--- src/hdl/fopfl_pkg.sv ---
// ----------------------------------------------------------------------------
// Fixed object pool package
// Shared constants, codes and request/response types for the pool unit.
// ----------------------------------------------------------------------------
package fopfl_pkg;

   localparam int POOL_DEPTH = 256;
   localparam int ALIGNMENT  = 16;   // power of two

   localparam int ADDR_W   = 48;
   localparam int SIZE_W   = 17;
   localparam int SLOT_W   = 8;
   localparam int IDX_W    = (POOL_DEPTH > 1) ? $clog2(POOL_DEPTH) : 1;
   localparam int LINK_W   = $clog2(POOL_DEPTH + 1);
   localparam int STRIDE_W = SIZE_W + 1;
   localparam int PROD_W   = STRIDE_W + LINK_W;
   localparam int ENTRY_W  = LINK_W + 1;

   localparam logic [SIZE_W-1:0] OBJECT_SIZE_RESET = SIZE_W'(16);

   typedef enum logic {
      OP_GET = 1'b0,
      OP_PUT = 1'b1
   } op_type;

   typedef enum logic [1:0] {
      ST_OK        = 2'd0,
      ST_EMPTY     = 2'd1,
      ST_BAD_ADDR  = 2'd2,
      ST_NOT_ALLOC = 2'd3
   } status_type;

   typedef enum logic {
      CSR_POOL_BASE   = 1'b0,
      CSR_OBJECT_SIZE = 1'b1
   } csr_index_type;

   typedef struct packed {
      op_type            opcode;
      logic [ADDR_W-1:0] address;
   } req_type;

   typedef struct packed {
      status_type        status;
      logic [ADDR_W-1:0] granted_address;
      logic [SLOT_W-1:0] slot_index;
   } rsp_type;

   typedef struct packed {
      logic              done;
      logic [PROD_W-1:0] product;
   } mul_res_type;

   typedef struct packed {
      logic             done;
      logic [IDX_W-1:0] quotient;
      logic             exact;
   } div_res_type;

   // object size rounded up to the alignment, zero treated as one
   function automatic logic [STRIDE_W-1:0] stride_of(input logic [SIZE_W-1:0] size);
      logic [STRIDE_W-1:0] sz;
      sz = (size == '0) ? STRIDE_W'(1) : STRIDE_W'(size);
      return (sz + STRIDE_W'(ALIGNMENT - 1)) & ~STRIDE_W'(ALIGNMENT - 1);
   endfunction

endpackage

--- src/hdl/fixed_object_pool_free_list_unit.sv ---
// ----------------------------------------------------------------------------
// Fixed object pool free list unit
// Hands out and takes back fixed-size slots kept on a linked free list.
// ----------------------------------------------------------------------------
// One request is worked at a time; the next is taken while a finished
// response still waits on a stalled output. A get is paced by the
// bit-serial multiplier, which forms index times stride, one bit of the
// slot index per cycle; the base is then added to the product. A put first
// has the same multiplier form the pool span, then a restoring divider
// gives one bit of the slot index per cycle, then the link table is read
// and written. An empty-pool get answers without the multiplier, a put
// outside the pool answers after the span check, a misaligned put after
// the divider and a put of a free slot after the link table read. The next
// request is accepted in the cycle after a response is raised, so puts do
// not overlap. The link table resets through per-entry valid bits, so
// there is no clearing pass after reset.
module fixed_object_pool_free_list_unit (
   input  logic                             clock,
   input  logic                             reset,
   input  logic                             req_valid,
   output logic                             req_stall,
   input  fopfl_pkg::req_type               req_data,
   output logic                             rsp_valid,
   input  logic                             rsp_stall,
   output fopfl_pkg::rsp_type               rsp_data,
   input  logic                             csr_write,
   input  fopfl_pkg::csr_index_type         csr_index,
   input  logic [fopfl_pkg::ADDR_W-1:0]     csr_wdata
);
   import fopfl_pkg::*;

   typedef enum logic [3:0] {
      S_IDLE,
      S_GET_MUL,
      S_PUT_SPAN,
      S_PUT_DIV,
      S_PUT_RD,
      S_PUT_ALLOC,
      S_PUT_LINK,
      S_DONE
   } state_type;

   state_type             state_ff;
   logic [ADDR_W-1:0]     base_ff;
   logic [SIZE_W-1:0]     size_ff;
   logic [LINK_W-1:0]     head_ff;
   logic [IDX_W-1:0]      tail_ff;
   logic [IDX_W-1:0]      idx_ff;
   logic [ADDR_W-1:0]     off_ff;
   logic                  borrow_ff;
   logic [POOL_DEPTH-1:0] valid_ff;
   logic                  rd_valid_ff;
   logic [IDX_W-1:0]      rd_addr_ff;
   rsp_type               res_ff;
   rsp_type               rsp_data_ff;
   logic                  rsp_valid_ff;

   logic [STRIDE_W-1:0]   stride_in;
   logic                  req_acc_in;
   logic                  head_empty_in;
   logic [ADDR_W:0]       off_full_in;
   logic                  span_bad_in;
   logic [IDX_W-1:0]      rd_addr_in;
   logic [ENTRY_W-1:0]    ram_rdata;
   logic [ENTRY_W-1:0]    entry_in;
   logic                  mul_start_in;
   logic [LINK_W-1:0]     mplier_in;
   logic                  div_start_in;
   logic                  wr_en_in;
   logic [IDX_W-1:0]      wr_addr_in;
   logic [ENTRY_W-1:0]    wr_data_in;
   mul_res_type           mul_res;
   div_res_type           div_res;

   assign stride_in     = stride_of(size_ff);
   assign req_stall     = (state_ff != S_IDLE);
   assign req_acc_in    = req_valid && !req_stall;
   assign head_empty_in = (head_ff >= LINK_W'(POOL_DEPTH));
   assign off_full_in   = {1'b0, req_data.address} - {1'b0, base_ff};
   assign span_bad_in   = borrow_ff || (off_ff[ADDR_W-1:PROD_W] != '0) ||
                          (off_ff[PROD_W-1:0] >= mul_res.product);
   assign rd_addr_in    = (state_ff == S_IDLE) ? head_ff[IDX_W-1:0] : idx_ff;
   // an entry never written reads as free, linked to the next index
   assign entry_in      = rd_valid_ff ? ram_rdata
                                      : {1'b0, LINK_W'(rd_addr_ff) + LINK_W'(1)};
   assign mul_start_in  = req_acc_in && !(req_data.opcode == OP_GET && head_empty_in);
   assign mplier_in     = (req_data.opcode == OP_GET) ? head_ff : LINK_W'(POOL_DEPTH);
   assign div_start_in  = (state_ff == S_PUT_SPAN) && mul_res.done && !span_bad_in;

   always_comb begin
      wr_en_in   = 1'b0;
      wr_addr_in = idx_ff;
      wr_data_in = '0;
      unique case (state_ff)
         S_GET_MUL: begin
            if (mul_res.done) begin
               wr_en_in   = 1'b1;
               wr_data_in = {1'b1, entry_in[LINK_W-1:0]};
            end
         end
         S_PUT_ALLOC: begin
            if (entry_in[LINK_W]) begin
               wr_en_in   = 1'b1;
               wr_data_in = {1'b0, LINK_W'(POOL_DEPTH)};
            end
         end
         S_PUT_LINK: begin
            wr_en_in   = 1'b1;
            wr_addr_in = tail_ff;
            wr_data_in = {1'b0, LINK_W'(idx_ff)};
         end
         default: begin
         end
      endcase
   end

   fopfl_mul u_mul (
      .clock  (clock),
      .reset  (reset),
      .start  (mul_start_in),
      .mcand  (stride_in),
      .mplier (mplier_in),
      .res    (mul_res)
   );

   fopfl_div u_div (
      .clock    (clock),
      .reset    (reset),
      .start    (div_start_in),
      .dividend (off_ff[PROD_W-1:0]),
      .divisor  (stride_in),
      .res      (div_res)
   );

   // entry = {allocated, next link}
   fopfl_ram #(
      .WIDTH (ENTRY_W),
      .DEPTH (POOL_DEPTH)
   ) u_link_ram (
      .clock   (clock),
      .wr_en   (wr_en_in),
      .wr_addr (wr_addr_in),
      .wr_data (wr_data_in),
      .rd_addr (rd_addr_in),
      .rd_data (ram_rdata)
   );

   always_ff @(posedge clock) begin
      if (reset) begin
         state_ff     <= S_IDLE;
         base_ff      <= '0;
         size_ff      <= OBJECT_SIZE_RESET;
         head_ff      <= '0;
         tail_ff      <= IDX_W'(POOL_DEPTH - 1);
         valid_ff     <= '0;
         rsp_valid_ff <= 1'b0;
      end else begin
         if (csr_write) begin
            unique case (csr_index)
               CSR_POOL_BASE:   base_ff <= csr_wdata;
               CSR_OBJECT_SIZE: size_ff <= csr_wdata[SIZE_W-1:0];
               default: begin
               end
            endcase
         end
         if (wr_en_in) begin
            valid_ff[wr_addr_in] <= 1'b1;
         end
         rd_valid_ff <= valid_ff[rd_addr_in];
         rd_addr_ff  <= rd_addr_in;
         if (rsp_valid_ff && !rsp_stall && state_ff != S_DONE) begin
            rsp_valid_ff <= 1'b0;
         end

         unique case (state_ff)
            S_IDLE: begin
               if (req_acc_in) begin
                  off_ff    <= off_full_in[ADDR_W-1:0];
                  borrow_ff <= off_full_in[ADDR_W];
                  if (req_data.opcode == OP_GET) begin
                     if (head_empty_in) begin
                        res_ff   <= '{status: ST_EMPTY, granted_address: '0,
                                      slot_index: '0};
                        state_ff <= S_DONE;
                     end else begin
                        idx_ff   <= head_ff[IDX_W-1:0];
                        state_ff <= S_GET_MUL;
                     end
                  end else begin
                     state_ff <= S_PUT_SPAN;
                  end
               end
            end
            S_GET_MUL: begin
               if (mul_res.done) begin
                  head_ff  <= entry_in[LINK_W-1:0];
                  res_ff   <= '{status: ST_OK,
                                granted_address: base_ff + ADDR_W'(mul_res.product),
                                slot_index: SLOT_W'(idx_ff)};
                  state_ff <= S_DONE;
               end
            end
            S_PUT_SPAN: begin
               if (mul_res.done) begin
                  if (span_bad_in) begin
                     res_ff   <= '{status: ST_BAD_ADDR, granted_address: '0,
                                   slot_index: '0};
                     state_ff <= S_DONE;
                  end else begin
                     state_ff <= S_PUT_DIV;
                  end
               end
            end
            S_PUT_DIV: begin
               if (div_res.done) begin
                  if (!div_res.exact) begin
                     res_ff   <= '{status: ST_BAD_ADDR, granted_address: '0,
                                   slot_index: '0};
                     state_ff <= S_DONE;
                  end else begin
                     idx_ff   <= div_res.quotient;
                     state_ff <= S_PUT_RD;
                  end
               end
            end
            S_PUT_RD: begin
               state_ff <= S_PUT_ALLOC;
            end
            S_PUT_ALLOC: begin
               if (!entry_in[LINK_W]) begin
                  res_ff   <= '{status: ST_NOT_ALLOC, granted_address: '0,
                                slot_index: SLOT_W'(idx_ff)};
                  state_ff <= S_DONE;
               end else if (head_empty_in) begin
                  head_ff  <= LINK_W'(idx_ff);
                  tail_ff  <= idx_ff;
                  res_ff   <= '{status: ST_OK, granted_address: '0,
                                slot_index: SLOT_W'(idx_ff)};
                  state_ff <= S_DONE;
               end else begin
                  state_ff <= S_PUT_LINK;
               end
            end
            S_PUT_LINK: begin
               tail_ff  <= idx_ff;
               res_ff   <= '{status: ST_OK, granted_address: '0,
                             slot_index: SLOT_W'(idx_ff)};
               state_ff <= S_DONE;
            end
            S_DONE: begin
               if (!rsp_valid_ff || !rsp_stall) begin
                  rsp_data_ff  <= res_ff;
                  rsp_valid_ff <= 1'b1;
                  state_ff     <= S_IDLE;
               end
            end
            default: begin
               state_ff <= S_IDLE;
            end
         endcase
      end
   end

   assign rsp_valid = rsp_valid_ff;
   assign rsp_data  = rsp_data_ff;

   // head of the free list is never past the end marker
   assert property (@(posedge clock) disable iff (reset)
      head_ff <= LINK_W'(POOL_DEPTH))
      else $error("free list head out of range");

   // the slot popped by a get must be free
   assert property (@(posedge clock) disable iff (reset)
      (state_ff == S_GET_MUL && mul_res.done) |-> !entry_in[LINK_W])
      else $error("get popped an allocated slot");

   // multiplier results only land where they are consumed
   assert property (@(posedge clock) disable iff (reset)
      mul_res.done |-> (state_ff == S_GET_MUL || state_ff == S_PUT_SPAN))
      else $error("stray multiplier result");

   assert property (@(posedge clock) disable iff (reset)
      div_res.done |-> state_ff == S_PUT_DIV)
      else $error("stray divider result");

   // appending at the tail only happens on a non-empty list
   assert property (@(posedge clock) disable iff (reset)
      (state_ff == S_PUT_LINK) |-> !head_empty_in)
      else $error("tail link written on empty list");

endmodule

--- src/hdl/fopfl_ram.sv ---
// ----------------------------------------------------------------------------
// Generic RAM
// One write port, one read port, registered read data.
// ----------------------------------------------------------------------------
module fopfl_ram #(
   parameter int  WIDTH  = 8,
   parameter int  DEPTH  = 256,
   localparam int ADDR_W = (DEPTH > 1) ? $clog2(DEPTH) : 1
) (
   input  logic              clock,
   input  logic              wr_en,
   input  logic [ADDR_W-1:0] wr_addr,
   input  logic [WIDTH-1:0]  wr_data,
   input  logic [ADDR_W-1:0] rd_addr,
   output logic [WIDTH-1:0]  rd_data
);

   logic [WIDTH-1:0] mem_ff [DEPTH];
   logic [WIDTH-1:0] rd_data_ff;

   always_ff @(posedge clock) begin
      if (wr_en) begin
         mem_ff[wr_addr] <= wr_data;
      end
      rd_data_ff <= mem_ff[rd_addr];
   end

   assign rd_data = rd_data_ff;

endmodule

--- src/hdl/fopfl_mul.sv ---
// ----------------------------------------------------------------------------
// Bit-serial multiplier
// Shift-and-add, one multiplier bit per cycle, most significant bit first.
// ----------------------------------------------------------------------------
module fopfl_mul (
   input  logic                            clock,
   input  logic                            reset,
   input  logic                            start,
   input  logic [fopfl_pkg::STRIDE_W-1:0]  mcand,
   input  logic [fopfl_pkg::LINK_W-1:0]    mplier,
   output fopfl_pkg::mul_res_type          res
);
   import fopfl_pkg::*;

   localparam int CNT_W = $clog2(LINK_W + 1);

   logic                busy_ff;
   logic                done_ff;
   logic [CNT_W-1:0]    cnt_ff;
   logic [PROD_W-1:0]   acc_ff;
   logic [PROD_W-1:0]   acc_in;
   logic [LINK_W-1:0]   mplier_ff;
   logic [STRIDE_W-1:0] mcand_ff;

   always_comb begin
      acc_in = {acc_ff[PROD_W-2:0], 1'b0};
      if (mplier_ff[LINK_W-1]) begin
         acc_in = acc_in + PROD_W'(mcand_ff);
      end
   end

   always_ff @(posedge clock) begin
      if (reset) begin
         busy_ff <= 1'b0;
         done_ff <= 1'b0;
      end else begin
         done_ff <= 1'b0;
         if (start) begin
            busy_ff   <= 1'b1;
            cnt_ff    <= CNT_W'(LINK_W);
            acc_ff    <= '0;
            mplier_ff <= mplier;
            mcand_ff  <= mcand;
         end else if (busy_ff) begin
            acc_ff    <= acc_in;
            mplier_ff <= mplier_ff << 1;
            cnt_ff    <= cnt_ff - CNT_W'(1);
            if (cnt_ff == CNT_W'(1)) begin
               busy_ff <= 1'b0;
               done_ff <= 1'b1;
            end
         end
      end
   end

   assign res.done    = done_ff;
   assign res.product = acc_ff;

endmodule

--- src/hdl/fopfl_div.sv ---
// ----------------------------------------------------------------------------
// Bit-serial divider
// Restoring division, one quotient bit per cycle; flags a zero remainder.
// ----------------------------------------------------------------------------
module fopfl_div (
   input  logic                            clock,
   input  logic                            reset,
   input  logic                            start,
   input  logic [fopfl_pkg::PROD_W-1:0]    dividend,
   input  logic [fopfl_pkg::STRIDE_W-1:0]  divisor,
   output fopfl_pkg::div_res_type          res
);
   import fopfl_pkg::*;

   localparam int CNT_W = $clog2(IDX_W + 1);

   logic              busy_ff;
   logic              done_ff;
   logic [CNT_W-1:0]  cnt_ff;
   logic [PROD_W-1:0] rem_ff;
   logic [PROD_W-1:0] dsh_ff;
   logic [IDX_W-1:0]  q_ff;
   logic              ge_in;

   assign ge_in = (rem_ff >= dsh_ff);

   always_ff @(posedge clock) begin
      if (reset) begin
         busy_ff <= 1'b0;
         done_ff <= 1'b0;
      end else begin
         done_ff <= 1'b0;
         if (start) begin
            busy_ff <= 1'b1;
            cnt_ff  <= CNT_W'(IDX_W);
            rem_ff  <= dividend;
            dsh_ff  <= PROD_W'(divisor) << (IDX_W - 1);
            q_ff    <= '0;
         end else if (busy_ff) begin
            if (ge_in) begin
               rem_ff <= rem_ff - dsh_ff;
            end
            q_ff   <= (q_ff << 1) | IDX_W'(ge_in);
            dsh_ff <= dsh_ff >> 1;
            cnt_ff <= cnt_ff - CNT_W'(1);
            if (cnt_ff == CNT_W'(1)) begin
               busy_ff <= 1'b0;
               done_ff <= 1'b1;
            end
         end
      end
   end

   assign res.done     = done_ff;
   assign res.quotient = q_ff;
   assign res.exact    = (rem_ff == '0);

endmodule
--- config.mk ---
export PLATFORM = sky130hd
export DESIGN_NAME = fixed_object_pool_free_list_unit
export DESIGN_NICKNAME = d
export VERILOG_FILES = /design/src/hdl/fopfl_pkg.sv /design/src/hdl/fixed_object_pool_free_list_unit.sv /design/src/hdl/fopfl_ram.sv /design/src/hdl/fopfl_mul.sv /design/src/hdl/fopfl_div.sv
export SDC_FILE = /design/constraint.sdc
export NUM_CORES = 2
export LEC_CHECK = 0
export ABC_AREA = 1
export BUFFER_PORTS_ARGS = -buffer_cell sky130_fd_sc_hd__buf_2
export CELL_PAD_IN_SITES_DETAIL_PLACEMENT = 0
export CELL_PAD_IN_SITES_GLOBAL_PLACEMENT = 1
export CORE_MARGIN = 4
export CORE_UTILIZATION = 40
export DETAILED_ROUTE_END_ITERATION = 12
export GPL_ROUTABILITY_DRIVEN = 0
export PLACE_DENSITY_LB_ADDON = 0.1
export SETUP_SLACK_MARGIN = 0.05
export SLEW_MARGIN = 20
export SYNTH_ARGS = -nofsm -noshare
export SYNTH_HDL_FRONTEND = slang
export SYNTH_SLANG_ARGS = --single-unit
--- constraint.sdc ---
create_clock -name clock -period 15.59 [get_ports clock]
set_input_delay 4.677 -clock clock [delete_from_list [all_inputs] [get_ports clock]]
set_output_delay 4.677 -clock clock [all_outputs]
set_load 0.03 [all_outputs]
==> reports/metrics.csv <==
metric,value,unit
worst vdd ir,0.000211,V
Num CTS Buffers,364,
Worst setup EP type,output pin,
critical path class,reg2out,
Setup-failing EPs final,0,
CTS tree,done,
final worst-path cycle share,45.3,%
Worst-Skew Late Latency,950,ps
Post-Place Setup Slack,7950,ps
Crit path buffers/inverters,2,
# DRC,0,
Area after DPL,0.151,mm2
routing usage on met1,33.9,%
die area,0.373,mm2
clk buf depth,4,
GRT Total Usage,23.8,%
met2 GRT Util,38.6,%
status,finished clean,
Crit Path Max Fanout,25,
Setup WS post-layout,8520,ps
critical path required time,10910,ps
Detailed Route Iter0 Violations,9190,
initial core utilization,40.2,%
CTS-repair resized insts,0,
Die Wd,611,um
Critical Path Slowest Stage Cell,dfxtp_1,
syn_area_per_cell,9.82,um2
skew final,55.2,ps
r2r startpoint,state_ff[2]$_SDFFE_PP0P_,
Startpoint Class,register,
DR pass1 iterations,6,
Synth top cells by count,"nand2_1 (3,655), edfxtp_1 (2,856), nand3_1 (2,483)",
initial antenna violation count,19,
share of layout cells above drive strength 1,7.75,%
RSZ-0062 raised after global routing,false,
clock slew at reported path FFs,60,ps
Top Usage Layer GRT,met2,
cell taking the most area after synthesis,edfxtp_1,
PortBufs,162,
cell count after synthesis,14807,
Worst Hold Class,reg2reg,
row count,221,
"Async S/R FF share, synth",0,%
Ports,163,
CORE AREA,0.362,mm2
critical path cell sequence,"inv_4, nand2_4, buf_2",
Final Max Tran Viols,0,
post-route ant nets,0,
Post-synth EDFFs,2856,
final wirelength,456000,um
Setup TNS Final,0,ps
hold wc startpoint,res_ff[28]$_DFFE_PP_,
synthesized cell area,0.145,mm2
worst path arrival time,2390,ps
largest net degree at the start of global routing,173,
yosys warns,0,
number of global-route vias before repair,97470,
H-tree depth,5,
Routed WL per cell,23.0,um
Tmin final,7070,ps
Layout Utilization,44.9,%
sequential cell area fraction in the yosys report,63.9,%
relative slew slack,22.4,%
GRT overflow,0,
Max Fclk,141,MHz
first-pass GRT wire length,668000,um
most common cell in the synthesized netlist,nand2_1,
Worst Setup SP,state_ff[2]$_SDFFE_PP0P_,
design area,0.162,mm2
Worst Hold Slack,416,ps
DP HPWL,266000,um
met3 Use GR,2.74,%
synthesis-stage register bit count,3212,
Root Buffer,clkbuf_16,
CP max stage delay,560,ps
Max-Cap Viols,0,
top cell family by delay on the critical path,flip-flops,
Die Span Y,611,um
worst-margin pin slew,1160,ps
Leakage,66.2,nW
postcts setup bufs,0,
CTS sink count,3212,
number of distinct library cells after synthesis,58,
vias,102382,
Final #Nets,15012,
"Hold Vio Cnt, Final",0,
area growth from synthesis to layout,11.7,%
post-synth top area share,59.0,%
hold_buf cts,0,
Syn Nets,15051,
power per cell area,184,mW/mm2
drt via density,5.15,
largest cells by area after synthesis,"edfxtp_1 (59%), nand2_1 (9.4%), nand3_1 (8.5%), inv_1 (6.2%), dfxtp_1 (4.9%)",
Main synth FF type,edfxtp_1,
metrics by stage:
step           total power (W)  instances
3_5_place_dp            0.0216      19196
5_1_grt                 0.0315      19871
2_1_floorplan           0.0171      14807
6_report                0.0299      19875
3_3_place_gp            0.0216      19194
4_1_cts                 0.0302      19869
report_power, final:
group	switching, W	internal [W]	total (W)
clock network	0.00358	0.00495	0.00853
logic	0.00886	0.00284	0.0117
registers	0.000147	0.00956	0.00970
cells by family (layout without fill, tap and decap cells):
kind of cell	after synthesis	in the layout	synth area share, %
flip-flops	3212	3212	63.9
other	0	6	0
buffers and inverters	3168	3436	8.73
adder cells (fa/ha/maj)	141	141	1.23
AND/OR/NAND/NOR	7312	7312	22.2
AO/OA/AOI/OAI	878	878	3.41
XOR/XNOR	96	96	0.578
per-layer routing:
metal / vias to the layer above / routed length [um]
met3: 682 / 25700
met1: 50198 / 205000
met4: 0 / 13800
met2: 3001 / 212000
li1: 48501 / -
met5: - / 0
path summary, 6_finish.rpt:
check                                        to  slack, ps  depth (start not counted)
setup / recovery                      req_stall       8520                          3
hold / removal           rsp_data[28]$_DFFE_PP_        420                          0
setup reg to reg  u_link_ram.rd_data[2]$_DFF_P_       9290                         17
hold reg to reg          rsp_data[28]$_DFFE_PP_        420                          0
cell usage in the layout, fill, tap and decap left out, types with 34 or more instances in the layout:
cell type and n:
nand2_1 3654, edfxtp_1 2856, nand3_1 2481, inv_1 2402
nor2_1 823, o21ai_0 387, clkbuf_16 370, dfxtp_1 356
a21oi_1 250, buf_2 161, nor2_4 149, buf_4 149
ha_1 137, clkbuf_1 101, o211ai_1 79, nor2_2 70
clkinv_2 62, xor2_1 60, clkinv_1 46, nor3_1 42
clkbuf_8 39, xnor2_1 36, a31oi_1 34
state kept, by name, summed over array words and instances (netlist names), 23 cells and up:
register	flops
base_ff	48
off_ff	48
res_ff	58
rsp_data	58
u_div.dsh_ff	25
u_div.rem_ff	27
u_link_ram.mem_ff	2560
u_mul.acc_ff	23
valid_ff	256
area by class of cell:
cell class | count | area (um2)
Tap cell | 4794 | 6000
Inverter | 2430 | 9160
Clock inverter | 163 | 1600
Fill cell | 34390 | 200000
Sequential cell | 3212 | 92900
Antenna cell | 6 | 15.0
Multi-Input combinational cell | 8427 | 40300
Clock buffer | 510 | 10200
Timing Repair Buffer | 333 | 2380
(Power assumes the default switching activity.)
